--- config.mk ---
export PLATFORM = sky130hd
export DESIGN_NAME = rational_arith_reduce
export DESIGN_NICKNAME = d
export VERILOG_FILES = /design/src/rtl/core/rar_pkg.sv /design/src/rtl/core/rar_div.sv /design/src/rtl/core/rar_dp.sv /design/src/rtl/core/rar_ctrl.sv /design/src/rtl/core/rational_arith_reduce.sv
export SDC_FILE = /design/constraint.sdc
export NUM_CORES = 2
export LEC_CHECK = 0
export BUFFER_PORTS_ARGS = -buffer_cell sky130_fd_sc_hd__buf_2
export CAP_MARGIN = 20
export CELL_PAD_IN_SITES_DETAIL_PLACEMENT = 1
export CELL_PAD_IN_SITES_GLOBAL_PLACEMENT = 2
export CORE_MARGIN = 10
export CORE_UTILIZATION = 30
export DETAILED_ROUTE_END_ITERATION = 10
export PLACE_DENSITY_LB_ADDON = 0.1
export SLEW_MARGIN = 20
export SYNTH_ARGS = -nofsm -noshare
export SYNTH_HDL_FRONTEND = slang
export SYNTH_SLANG_ARGS = --single-unit
--- constraint.sdc ---
create_clock -name clk -period 5.75 [get_ports clk]
set_input_delay 0.2875 -clock clk [delete_from_list [all_inputs] [get_ports clk]]
set_output_delay 0.2875 -clock clk [all_outputs]
set_load 0.01 [all_outputs]
--- src/rtl/core/rar_pkg.sv ---
// ----------------------------------------------------------------------------
// rar_pkg
// shared types and constants for the rational arithmetic reducer
// ----------------------------------------------------------------------------
`default_nettype none
package rar_pkg;

  localparam int RES_W = 33;

  localparam logic [1:0] OP_ADD = 2'd0;
  localparam logic [1:0] OP_SUB = 2'd1;
  localparam logic [1:0] OP_MUL = 2'd2;
  localparam logic [1:0] OP_DIV = 2'd3;

  // controller to datapath
  typedef struct packed {
    logic load;       // capture operands, start products
    logic form;       // build intermediates from products
    logic div_start;  // start one divide
    logic div_sel;    // 0: euclid step x%y, 1: final n/g or d/g
    logic div_den;    // final divide of d instead of n
    logic step;       // x <= y, y <= remainder
    logic keep_n;     // store n/g
    logic keep_d;     // store d/g
    logic out_load;   // latch result into output register
  } rar_cmd_t;

  // datapath to controller
  typedef struct packed {
    logic y_zero;
    logic x_zero;
    logic div_done;
  } rar_sts_t;

endpackage
`default_nettype wire

--- src/rtl/core/rar_div.sv ---
// ----------------------------------------------------------------------------
// rar_div
// signed truncating divider, one quotient bit per cycle
// ----------------------------------------------------------------------------
`default_nettype none
module rar_div #(
  parameter int W = 34
) (
  input  wire logic         clk,
  input  wire logic         rst_n,
  input  wire logic         start,
  input  wire logic [W-1:0] dividend,
  input  wire logic [W-1:0] divisor,
  output logic              done,
  output logic [W-1:0]      quot,
  output logic [W-1:0]      rem
);
  localparam int CW = $clog2(W + 1);

  logic [W-1:0]  q_r, q_nxt, r_r, r_nxt, d_r, d_nxt;
  logic [CW-1:0] cnt_r, cnt_nxt;
  logic          busy_r, busy_nxt, done_r, done_nxt;
  logic          qneg_r, qneg_nxt, rneg_r, rneg_nxt;
  logic [W:0]    trial;
  logic [W-1:0]  rsh;

  always_comb begin
    q_nxt = q_r; r_nxt = r_r; d_nxt = d_r; cnt_nxt = cnt_r;
    busy_nxt = busy_r; done_nxt = 1'b0; qneg_nxt = qneg_r; rneg_nxt = rneg_r;
    rsh = {r_r[W-2:0], q_r[W-1]};
    trial = {1'b0, rsh} - {1'b0, d_r};
    if (start) begin
      q_nxt = dividend[W-1] ? -dividend : dividend;
      d_nxt = divisor[W-1] ? -divisor : divisor;
      r_nxt = '0;
      cnt_nxt = CW'(W);
      busy_nxt = 1'b1;
      qneg_nxt = dividend[W-1] ^ divisor[W-1];
      rneg_nxt = dividend[W-1];
    end else if (busy_r) begin
      if (!trial[W]) begin
        r_nxt = trial[W-1:0];
        q_nxt = {q_r[W-2:0], 1'b1};
      end else begin
        r_nxt = rsh;
        q_nxt = {q_r[W-2:0], 1'b0};
      end
      cnt_nxt = cnt_r - 1'b1;
      if (cnt_r == CW'(1)) begin
        busy_nxt = 1'b0;
        done_nxt = 1'b1;
      end
    end
  end

  always_ff @(posedge clk) begin
    if (!rst_n) begin
      busy_r <= 1'b0;
      done_r <= 1'b0;
      cnt_r  <= '0;
    end else begin
      busy_r <= busy_nxt;
      done_r <= done_nxt;
      cnt_r  <= cnt_nxt;
    end
    q_r <= q_nxt; r_r <= r_nxt; d_r <= d_nxt;
    qneg_r <= qneg_nxt; rneg_r <= rneg_nxt;
  end

  assign done = done_r;
  assign quot = qneg_r ? -q_r : q_r;
  assign rem  = rneg_r ? -r_r : r_r;
endmodule
`default_nettype wire

--- src/rtl/core/rar_dp.sv ---
// ----------------------------------------------------------------------------
// rar_dp
// datapath: cross products, euclid registers, shared divider, result
// ----------------------------------------------------------------------------
`default_nettype none
module rar_dp #(
  parameter int OPERAND_WIDTH = 16
) (
  input  wire logic                        clk,
  input  wire logic                        rst_n,
  input  wire rar_pkg::rar_cmd_t           cmd,
  output rar_pkg::rar_sts_t                sts,
  input  wire logic [1:0]                  in_operation,
  input  wire logic signed [OPERAND_WIDTH-1:0] in_a_num,
  input  wire logic signed [OPERAND_WIDTH-1:0] in_a_den,
  input  wire logic signed [OPERAND_WIDTH-1:0] in_b_num,
  input  wire logic signed [OPERAND_WIDTH-1:0] in_b_den,
  output logic signed [rar_pkg::RES_W-1:0] out_res_num,
  output logic signed [rar_pkg::RES_W-1:0] out_res_den,
  output logic                             out_zero_gcd_error
);
  localparam int PW = 2 * OPERAND_WIDTH;
  localparam int IW = PW + 1;
  localparam int DW = IW + 1;

  logic [1:0]           op_r;
  logic signed [PW-1:0] p0_r, p1_r, p2_r, p3_r;
  logic signed [IW-1:0] n_r, d_r, x_r, y_r, nq_r, dq_r;
  logic signed [IW-1:0] n_nxt, d_nxt;
  logic                 ddone;
  logic [DW-1:0]        quot, rem, dvd, dvs;

  // multiply and divide need different product pairs
  always_ff @(posedge clk) begin
    if (cmd.load) begin
      op_r <= in_operation;
      p0_r <= PW'(in_a_num) * PW'(in_b_num);
      p1_r <= PW'(in_a_num) * PW'(in_b_den);
      p2_r <= (in_operation == rar_pkg::OP_DIV) ? PW'(in_a_den) * PW'(in_b_num)
                                                : PW'(in_a_den) * PW'(in_b_den);
      // add/sub need bn*ad
      p3_r <= PW'(in_b_num) * PW'(in_a_den);
    end
  end

  always_comb begin
    d_nxt = IW'(p2_r);
    case (op_r)
      rar_pkg::OP_ADD: n_nxt = IW'(p1_r) + IW'(p3_r);
      rar_pkg::OP_SUB: n_nxt = IW'(p1_r) - IW'(p3_r);
      rar_pkg::OP_MUL: n_nxt = IW'(p0_r);
      default:         n_nxt = IW'(p1_r);
    endcase
  end

  always_ff @(posedge clk) begin
    if (cmd.form) begin
      n_r <= n_nxt;
      d_r <= d_nxt;
      x_r <= n_nxt;
      y_r <= d_nxt;
    end else if (cmd.step) begin
      x_r <= y_r;
      y_r <= IW'(rem);
    end
    if (cmd.keep_n) nq_r <= IW'(quot);
    if (cmd.keep_d) dq_r <= IW'(quot);
  end

  assign dvd = !cmd.div_sel ? DW'(x_r) : (cmd.div_den ? DW'(d_r) : DW'(n_r));
  assign dvs = !cmd.div_sel ? DW'(y_r) : DW'(x_r);

  rar_div #(.W(DW)) u_div (
    .clk(clk), .rst_n(rst_n), .start(cmd.div_start),
    .dividend(dvd), .divisor(dvs), .done(ddone), .quot(quot), .rem(rem)
  );

  assign sts.y_zero   = (y_r == '0);
  assign sts.x_zero   = (x_r == '0);
  assign sts.div_done = ddone;

  always_ff @(posedge clk) begin
    if (cmd.out_load) begin
      out_zero_gcd_error <= (x_r == '0);
      out_res_num <= (x_r == '0) ? '0 : rar_pkg::RES_W'(nq_r);
      out_res_den <= (x_r == '0) ? '0 : rar_pkg::RES_W'(dq_r);
    end
  end
endmodule
`default_nettype wire

--- src/rtl/core/rar_ctrl.sv ---
// ----------------------------------------------------------------------------
// rar_ctrl
// sequencer for load, euclid loop, final divides and result handshake
// ----------------------------------------------------------------------------
`default_nettype none
module rar_ctrl (
  input  wire logic              clk,
  input  wire logic              rst_n,
  input  wire logic              in_valid,
  output logic                   in_ready,
  output logic                   out_valid,
  input  wire logic              out_ready,
  output rar_pkg::rar_cmd_t      cmd,
  input  wire rar_pkg::rar_sts_t sts
);
  localparam logic [2:0] S_IDLE = 3'd0;
  localparam logic [2:0] S_FORM = 3'd1;
  localparam logic [2:0] S_TEST = 3'd2;
  localparam logic [2:0] S_EUC  = 3'd3;
  localparam logic [2:0] S_DN   = 3'd4;
  localparam logic [2:0] S_DD   = 3'd5;
  localparam logic [2:0] S_OUT  = 3'd6;

  logic [2:0] st_r, st_nxt;
  logic       ov_r, ov_nxt;

  // idle takes the next beat while the last result may still wait
  assign in_ready  = (st_r == S_IDLE);
  assign out_valid = ov_r;

  always_comb begin
    cmd = '0;
    st_nxt = st_r; ov_nxt = ov_r;
    if (ov_r && out_ready) ov_nxt = 1'b0;
    case (st_r)
      S_IDLE: if (in_valid) begin cmd.load = 1'b1; st_nxt = S_FORM; end
      S_FORM: begin cmd.form = 1'b1; st_nxt = S_TEST; end
      S_TEST: begin
        if (!sts.y_zero) begin
          cmd.div_start = 1'b1; st_nxt = S_EUC;
        end else if (sts.x_zero) begin
          st_nxt = S_OUT;
        end else begin
          cmd.div_start = 1'b1; cmd.div_sel = 1'b1; st_nxt = S_DN;
        end
      end
      S_EUC: if (sts.div_done) begin cmd.step = 1'b1; st_nxt = S_TEST; end
      S_DN: begin
        cmd.div_sel = 1'b1;
        if (sts.div_done) begin
          cmd.keep_n = 1'b1; cmd.div_start = 1'b1; cmd.div_den = 1'b1;
          st_nxt = S_DD;
        end
      end
      S_DD: begin
        cmd.div_sel = 1'b1; cmd.div_den = 1'b1;
        if (sts.div_done) begin cmd.keep_d = 1'b1; st_nxt = S_OUT; end
      end
      S_OUT: if (!ov_r || out_ready) begin
        cmd.out_load = 1'b1; ov_nxt = 1'b1; st_nxt = S_IDLE;
      end
      default: st_nxt = S_IDLE;
    endcase
  end

  always_ff @(posedge clk) begin
    if (!rst_n) begin
      st_r <= S_IDLE; ov_r <= 1'b0;
    end else begin
      st_r <= st_nxt; ov_r <= ov_nxt;
    end
  end
endmodule
`default_nettype wire

--- src/rtl/core/rational_arith_reduce.sv ---
// ----------------------------------------------------------------------------
// rational_arith_reduce
// fraction add/sub/mul/div with euclid gcd reduction of the result
// ----------------------------------------------------------------------------
// usage:
//   input beat: in_operation and four signed operands on in_valid/in_ready.
//   result beat: out_res_num, out_res_den, out_zero_gcd_error on
//   out_valid/out_ready. one result per input beat, in order.
//   steps: the intermediates are formed, then each euclid step runs one
//   divide through the shared bit-serial divider, then two final divides
//   run and the result is loaded. worst case around 47 euclid steps at
//   the default width. the single divider sets the rate.
//   one item is in work at a time; a new beat is taken once the result is
//   in the output register, even if the receiver has not taken it yet.
//   if the receiver stalls, the finished result holds until it is taken.
//   reset (rst_n low, synchronous) drops out_valid and returns to idle.
//   gcd of zero gives 0/0 with out_zero_gcd_error set.
// ----------------------------------------------------------------------------
`default_nettype none
module rational_arith_reduce #(
  parameter int OPERAND_WIDTH = 16
) (
  input  wire logic                            clk,
  input  wire logic                            rst_n,
  input  wire logic                            in_valid,
  output logic                                 in_ready,
  input  wire logic [1:0]                      in_operation,
  input  wire logic signed [OPERAND_WIDTH-1:0] in_a_num,
  input  wire logic signed [OPERAND_WIDTH-1:0] in_a_den,
  input  wire logic signed [OPERAND_WIDTH-1:0] in_b_num,
  input  wire logic signed [OPERAND_WIDTH-1:0] in_b_den,
  output logic                                 out_valid,
  input  wire logic                            out_ready,
  output logic signed [rar_pkg::RES_W-1:0]     out_res_num,
  output logic signed [rar_pkg::RES_W-1:0]     out_res_den,
  output logic                                 out_zero_gcd_error
);
  rar_pkg::rar_cmd_t cmd;
  rar_pkg::rar_sts_t sts;

  rar_ctrl u_ctrl (
    .clk(clk), .rst_n(rst_n), .in_valid(in_valid), .in_ready(in_ready),
    .out_valid(out_valid), .out_ready(out_ready), .cmd(cmd), .sts(sts)
  );

  rar_dp #(.OPERAND_WIDTH(OPERAND_WIDTH)) u_dp (
    .clk(clk), .rst_n(rst_n), .cmd(cmd), .sts(sts),
    .in_operation(in_operation), .in_a_num(in_a_num), .in_a_den(in_a_den),
    .in_b_num(in_b_num), .in_b_den(in_b_den),
    .out_res_num(out_res_num), .out_res_den(out_res_den),
    .out_zero_gcd_error(out_zero_gcd_error)
  );
endmodule
`default_nettype wire

## Word level (Yosys, flattened, before mapping)

Index checks and enable logic that the tools add are counted.

| storage, ports and cells | value |
|---|---|
| flip-flop bits (word level) | 509 |
| bits of input ports | 70 |
| output and inout port bits | 69 |

| cells by class | value |
|---|---|
| $add $sub $neg | 8 |
| multipliers | 4 |
| equality and inequality tests | 15 |
| muxes and demuxes | 49 |
| bitwise gates (word level) | 3 |
| reduce and logical (&&, ||, !) cells | 13 |

Operators by type and width:

| operator | number |
|---|---|
| 33-bit 2-to-1 mux | 8 |
| 34-bit 2-to-1 mux | 6 |
| 16-bit by 16-bit multiplier with 32-bit output | 4 |
| 33-bit case mux with 3 select lines | 1 |
| 34-bit negator | 2 |
| 33-bit zero test | 2 |
| 33-bit negator | 2 |
| 34-bit by 34-bit subtractor with 35-bit output | 1 |
| 32-bit by 32-bit adder with 33-bit output | 1 |
| 32-bit by 32-bit subtractor with 33-bit output | 1 |
| 32-bit 2-to-1 mux | 1 |
| 3-bit case mux with 7 select lines | 1 |
| 1-bit 2-to-1 mux | 19 |
| 3-bit 2-to-1 mux | 6 |
| 6-bit 2-to-1 mux | 2 |
| 3-bit equality test, second input constant | 3 |
| 2-bit by 1-bit inequality test with 1-bit output, second input constant | 4 |
| 3-bit by 2-bit equality test with 1-bit output, second input constant | 2 |
| 6-bit by 1-bit equality test with 1-bit output, second input constant | 1 |
| 1-bit case mux with 2 select lines | 3 |
| 6-bit by 1-bit subtractor with 6-bit output, second input constant | 1 |
| 5-bit AND reduction | 1 |
| 2-bit equality test, second input constant | 2 |
| 2-bit 2-to-1 mux | 2 |
| 13 further kinds | 16 |

## Depth between registers and ports, before layout

| depth | value |
|---|---|
| word-level depth | 8 |
| mapped depth | 24 |

## By module

From an unflattened synthesis, not the netlist that was laid out.

| unflattened totals | value |
|---|---|
| cells, all modules | 6838 |
| area total of the unflattened synthesis | 66807.8 sq um |

By module, submodules not included:

| module | instances | cells each | area an instance (sq um) |
|---|---|---|---|
| rar_dp | 1 | 5687 | 57218.6 |
| rar_div | 1 | 1105 | 9260.1 |
| rar_ctrl | 1 | 46 | 329.1 |

## Worst setup path before layout

OpenSTA, ideal clock, no wires.

| timing path | value |
|---|---|
| path type | input port to flip-flop |
| start point | in in_b_den[7] |
| end point | reg u_dp.p2_r[30], data pin |
| library setup time | 260 ps |
| arrival time | 6116 ps |
| data required time | 5490 ps |
| setup slack | -626 ps |
| cell stages on the path | 24 |
| buffers on the path | 2 |
| cells stage by stage | clkbuf_1 nand2_1 fa_1 inv_1 fa_1 inv_1 fa_1 inv_1 fa_1 fa_1 inv_1 fa_1 inv_1 ha_1 clkbuf_1 a21oi_1 nand2b_1 o221ai_1 o311ai_0 or2_2 a2111oi_0 o31ai_1 xor2_1 mux2_2 |

| between the ends | value |
|---|---|
| word-level cells in the longest chain between the ends | 2 |

RTL lines:

| element | line | RTL |
|---|---|---|
| start: declaration | rational_arith_reduce.sv:31 | `input wire logic signed [OPERAND_WIDTH-1:0] in_b_den,` |
| 16-bit by 16-bit multiplier with 32-bit output | rar_dp.sv:40 | `: PW'(in_a_den) * PW'(in_b_den);` |
| 32-bit 2-to-1 mux | rar_dp.sv:39 | `p2_r <= (in_operation == rar_pkg::OP_DIV) ? PW'(in_a_den) * PW'(in_b_num)` |
| end signal: assignment | rar_dp.sv:39 |  |
| end: declaration | rar_dp.sv:27 | `logic signed [PW-1:0] p0_r, p1_r, p2_r, p3_r;` |

No other way between the ends.
A chain may end at the register's enable or synchronous reset.

## Worst setup path after layout

| timing path | value |
|---|---|
| start point | in in_b_den[4] |
| end point | reg u_dp.p2_r[30], data pin |

The elaborated chain is that of the path after synthesis.

==> summary.txt <==
Outcome
  • Run status: finished, final reports clean

STA
  • Max Clock Freq: 0.178 GHz
  • RSZ-0062 raised after global routing: yes
  • Clk_skew: about 0.038 ns
  • Final period util: between 90% and 100%
  • Final Hold Vio Count: 0
  • Setup TNS: 0 ns
  • Worst-margin pin slew: between 1 and 1.5 ns
  • Slew Limit Fails: 0
  • Setup violations, final: 0
  • Final min period: 5.61 ns
  • Relative max-transition margin: 32.5%

Floorplanning
  • # IOs: 139
  • Core area: roughly 0.22 mm²
  • Die area: 0.242 mm²
  • Die Ht: slightly below 500 µm
  • Starting Density: 30.1%
  • Std cell rows: roughly 170
  • DIE WIDTH: about 490 µm

Place
  • Placed cells: around 11k
  • Count of buffers from port buffering: around 140
  • Hpwl dp: ~200,000 µm
  • Routability cong.: between 0.8 and 0.9

Routing
  • Routed vias: slightly below 50k
  • Vias per cell: approximately 4.6
  • DRT iter0 DRCs: ~1.9k
  • Final ANT Viol Nets: 0
  • Residual DRC: 0
  • Routed wire per std cell: ~22 µm
  • DRT Wirelength: approximately 230,000 µm
  • First-pass detailed-route iteration total: 5

Critical path
  • WP buf/inv: 4
  • Setup crit end kind: flip-flop
  • Max incr delay on CP: around 0.55 ns
  • Worst reg2reg path depth: 16
  • Required time of the critical path: between 6 and 7 ns
  • CP Max Fanout: 16
  • R2r setup slk: approximately 0.33 ns
  • Crit path max-delay family: adder cells
  • Crit start category: input pin
  • Slowest cell on crit path: fa_1
  • Class of the most critical setup path: in2reg
  • RR Startpoint: u_dp.p3_r[3]
  • Crit path top cell by count: fa_1
  • Worst EP arrival: 6.01 ns
  • Crit Reg-Reg Endpoint: u_dp.x_r[32]
  • CP Cell Sequence: buf_4 -> buf_4 -> and2_1 -> fa_1 -> inv_1 -> fa_1 -> fa_1 -> fa_1 -> inv_1 -> fa_1 -> fa_1 -> ha_1 -> a21oi_2 -> o21ai_1 -> o221ai_2 -> o311ai_4 -> or2_4 -> a2111oi_4 -> o31ai_2 -> xor2_1 -> mux2_2

Global routing
  • Number of global-route vias before repair: between 50k and 60k
  • Global Route Usage Sum: 18.7%
  • Initial antenna violation count: 10
  • Gr ovfl total: 0
  • Largest net degree at the start of global routing: 78
  • First-pass GRT wire length: approximately 350,000 µm

Final layout
  • Register area: around 0.015 mm²
  • Share of cells above drive strength 1: roughly 16%
  • Fin util: a little over a third
  • Final net count: 9,162
  • Synth-to-layout area growth: 19.2%
  • Multi-input logic area: 0.0467 mm²
  • Fill cell count: roughly 25k
  • Fin cells: around 11k

Synthesis
  • Xor-xnor portion of the synthesized cell area: under 10%
  • Leading area contributor after synthesis: fa_1
  • Top cell type's share of synthesized area: a little under a third
  • Syn nets: 8,484
  • Top cells by area, synth: fa_1 (31%), edfxtp_1 (21%), ha_1 (7.5%)
  • Seq cells post-synth: slightly above 500
  • Post-Synth Adder-Cell Area: approximately two fifths
  • Synth unique cells: 82
  • Top FF cell, synth: edfxtp_1
  • Number of synthesized flops with an enable pin: 464
  • Synth Area in Simple Gates: between 10% and 20%
  • Largest family of logic cells by synthesized area: adder cells
  • Yosys warning total: 0
  • Asr flop ratio synth: 0%
  • Syn_area_per_cell: 9.59 µm²
  • Synthesized cell area: approximately 0.067 mm²
  • Syn Inst Count: 6,963
  • Compound-gate portion of the synthesized area: 8.08%
  • Sequential area share after synthesis: between 20% and 30%
  • Multiplexer share of the synthesized area: about 2%

Worst hold path
  • Hold depth: 6
  • Worst Hold Launch: in_valid
  • Hold Path End: u_ctrl.st_r[1]
  • Min-Delay Path Class: in2reg

CTS
  • Clock sink count: a little over 500
  • H-tree Lvls: 2
  • CTS clk-pin slew, worst paths: roughly 0.06 ns
  • CTS Buf Count: 60
  • Worst-Skew Late Latency: about 0.7 ns
  • Clk Tree Root Cell: clkbuf_16
  • Max Buffers Root-to-Sink: 3
  • CTS tree: built

Job
  • Max_cap viols: 0
==> state kept, by name, indices dropped and copies added, names as in the netlist, 2 cells and up <==
signal / cells
u_dp.op_r: 2
u_dp.u_div.q_r: 34
u_dp.p0_r: 32
u_dp.nq_r: 33
u_dp.u_div.r_r: 33
u_dp.p3_r: 32
u_dp.y_r: 33
u_dp.out_res_den: 33
u_dp.dq_r: 33
u_dp.u_div.d_r: 34
u_dp.x_r: 33
u_dp.n_r: 33
u_dp.d_r: 32
u_dp.p1_r: 32
u_ctrl.st_r: 3
u_dp.u_div.cnt_r: 6
u_dp.p2_r: 32
u_dp.out_res_num: 33
==> placed cells by master, fill, tap and decap left out, drive strengths merged, types with 15 or more instances in the layout <==
cell type  instances
or3               42
nor3              73
o211ai            22
o41ai             17
o21bai            21
a21oi            243
ha               401
buf              905
a211oi            28
nand2b            62
edfxtp           464
nor2b             28
or4               24
a311oi            18
clkbuf            91
mux2              44
a21o              65
xnor2            209
o21ai            252
nor2             263
mux2i             86
nand3             60
nand2            862
and2             550
a31oi             46
fa              1050
xor2             132
nand4             15
o21a              29
and3              15
nor4              30
o31ai             46
dfxtp             45
clkinv            15
inv             1289
==> worst register-to-register path, cell delays in order, from the launching register on <==
cell      delay, ns
edfxtp_1       0.46
nor4_2         0.37
or4b_2         0.68
and4bb_1       0.44
nand3_1        0.21
nand2_1        0.15
xor2_1         0.34
ha_1           0.32
nand3_1        0.16
nor2_1         0.25
nand3_1        0.11
o32a_1         0.35
a31oi_1        0.30
o211ai_1       0.18
and3_1         0.21
o31a_1         0.36
mux2_2         0.31
==> Yosys cell counts (7+ instances only) <==
master	instances
mux2i_1	86
o41ai_1	17
nor2_1	263
or4_4	9
or2_2	12
and3_1	15
a21boi_0	14
and2_1	550
nand2_1	862
a211oi_1	28
nand2b_1	62
o31ai_1	45
xor2_1	132
a2111oi_0	7
nand4_1	15
nor2b_1	28
nor4_1	26
or3_1	39
o211ai_1	22
edfxtp_1	464
a21oi_1	243
nand3_1	60
o21a_1	29
buf_2	17
o21ai_0	247
buf_1	13
fa_1	1050
dfxtp_1	45
a311oi_1	18
nor3_1	72
nor3b_1	9
a211o_1	11
a31oi_1	46
a21o_1	65
xnor2_1	209
or4_1	15
mux2_2	44
clkbuf_1	274
inv_1	1283
ha_1	401
o21bai_1	21
==> what timing repair did <==
| item | in CTS | in global routing |
|---|---|---|
| cloned | 0 | 2 |
| buffers inserted | 2 | 16 |
| setup endpoints to repair | 17 | 45 |
| gates resized for setup | 19 | 167 |
| pin swaps | 1 | 65 |
| hold buffers | 4 | 0 |
| endpoints found under the hold margin | 9 | 0 |
==> per-layer routing <==
metal	part of all wire (%)	up-vias	GRT usage [%]	routed length, µm
li1	-	23400	-	-
met1	46	25300	24.6	105000
met2	49	543	32.9	112000
met3	2.3	233	1.57	5170
met4	3.4	6	5.29	7810
met5	0.017	-	0	38
==> kinds of logic (layout without fill, tap and decap cells) <==
family	count (synthesis)	count (layout)
and+or+nand+nor	2068	2068
buffers and inverters	1591	2320
adders and majority gates	1451	1451
AOI/OAI and AO/OA	872	872
DFF	509	509
xor gates and xnor gates	341	341
muxes	130	130
other	1	6
==> metrics by stage <==
step	worst slack (ns)	instance area, µm²	hold WS (ns)
floorplan	-0.159	67100	0.386
global placement	-0.897	76600	0.445
global route	-0.0860	79600	0.380
CTS	-0.0230	78800	0.257
detailed placement	-0.927	76600	0.445
finish	0.136	79600	0.322
==> area by class of cell <==
| type | instances | share of cell area, % |
|---|---|---|
| inverter | 1284 | 6.06 |
| multi-input combinational | 4863 | 58.6 |
| timing repair buffer | 923 | 9.36 |
| antenna | 5 | 0.0157 |
| tap | 2975 | 4.68 |
| clock inverter | 36 | 0.588 |
| sequential | 509 | 18.6 |
| clock buffer | 77 | 2.04 |
==> worst max-delay path by stage <==
stage / endpoint / slack [ns] / from / depth (start not counted)
detailed placement: u_dp.p2_r[30] / -0.93 / in_a_den[13] / 22
CTS: u_dp.p2_r[30] / -0.02 / in_a_den[4] / 23
floorplan: u_dp.p2_r[30] / -0.16 / in_b_num[5] / 20
global placement: u_dp.p2_r[30] / -0.90 / in_b_num[1] / 25
finish: u_dp.p2_r[30] / 0.14 / in_b_den[4] / 21
global route: u_dp.p2_r[28] / -0.09 / in_a_den[10] / 23
Power is not shown: default switching activity piles up to over one toggle a cycle in this logic, so the estimate is an artifact.
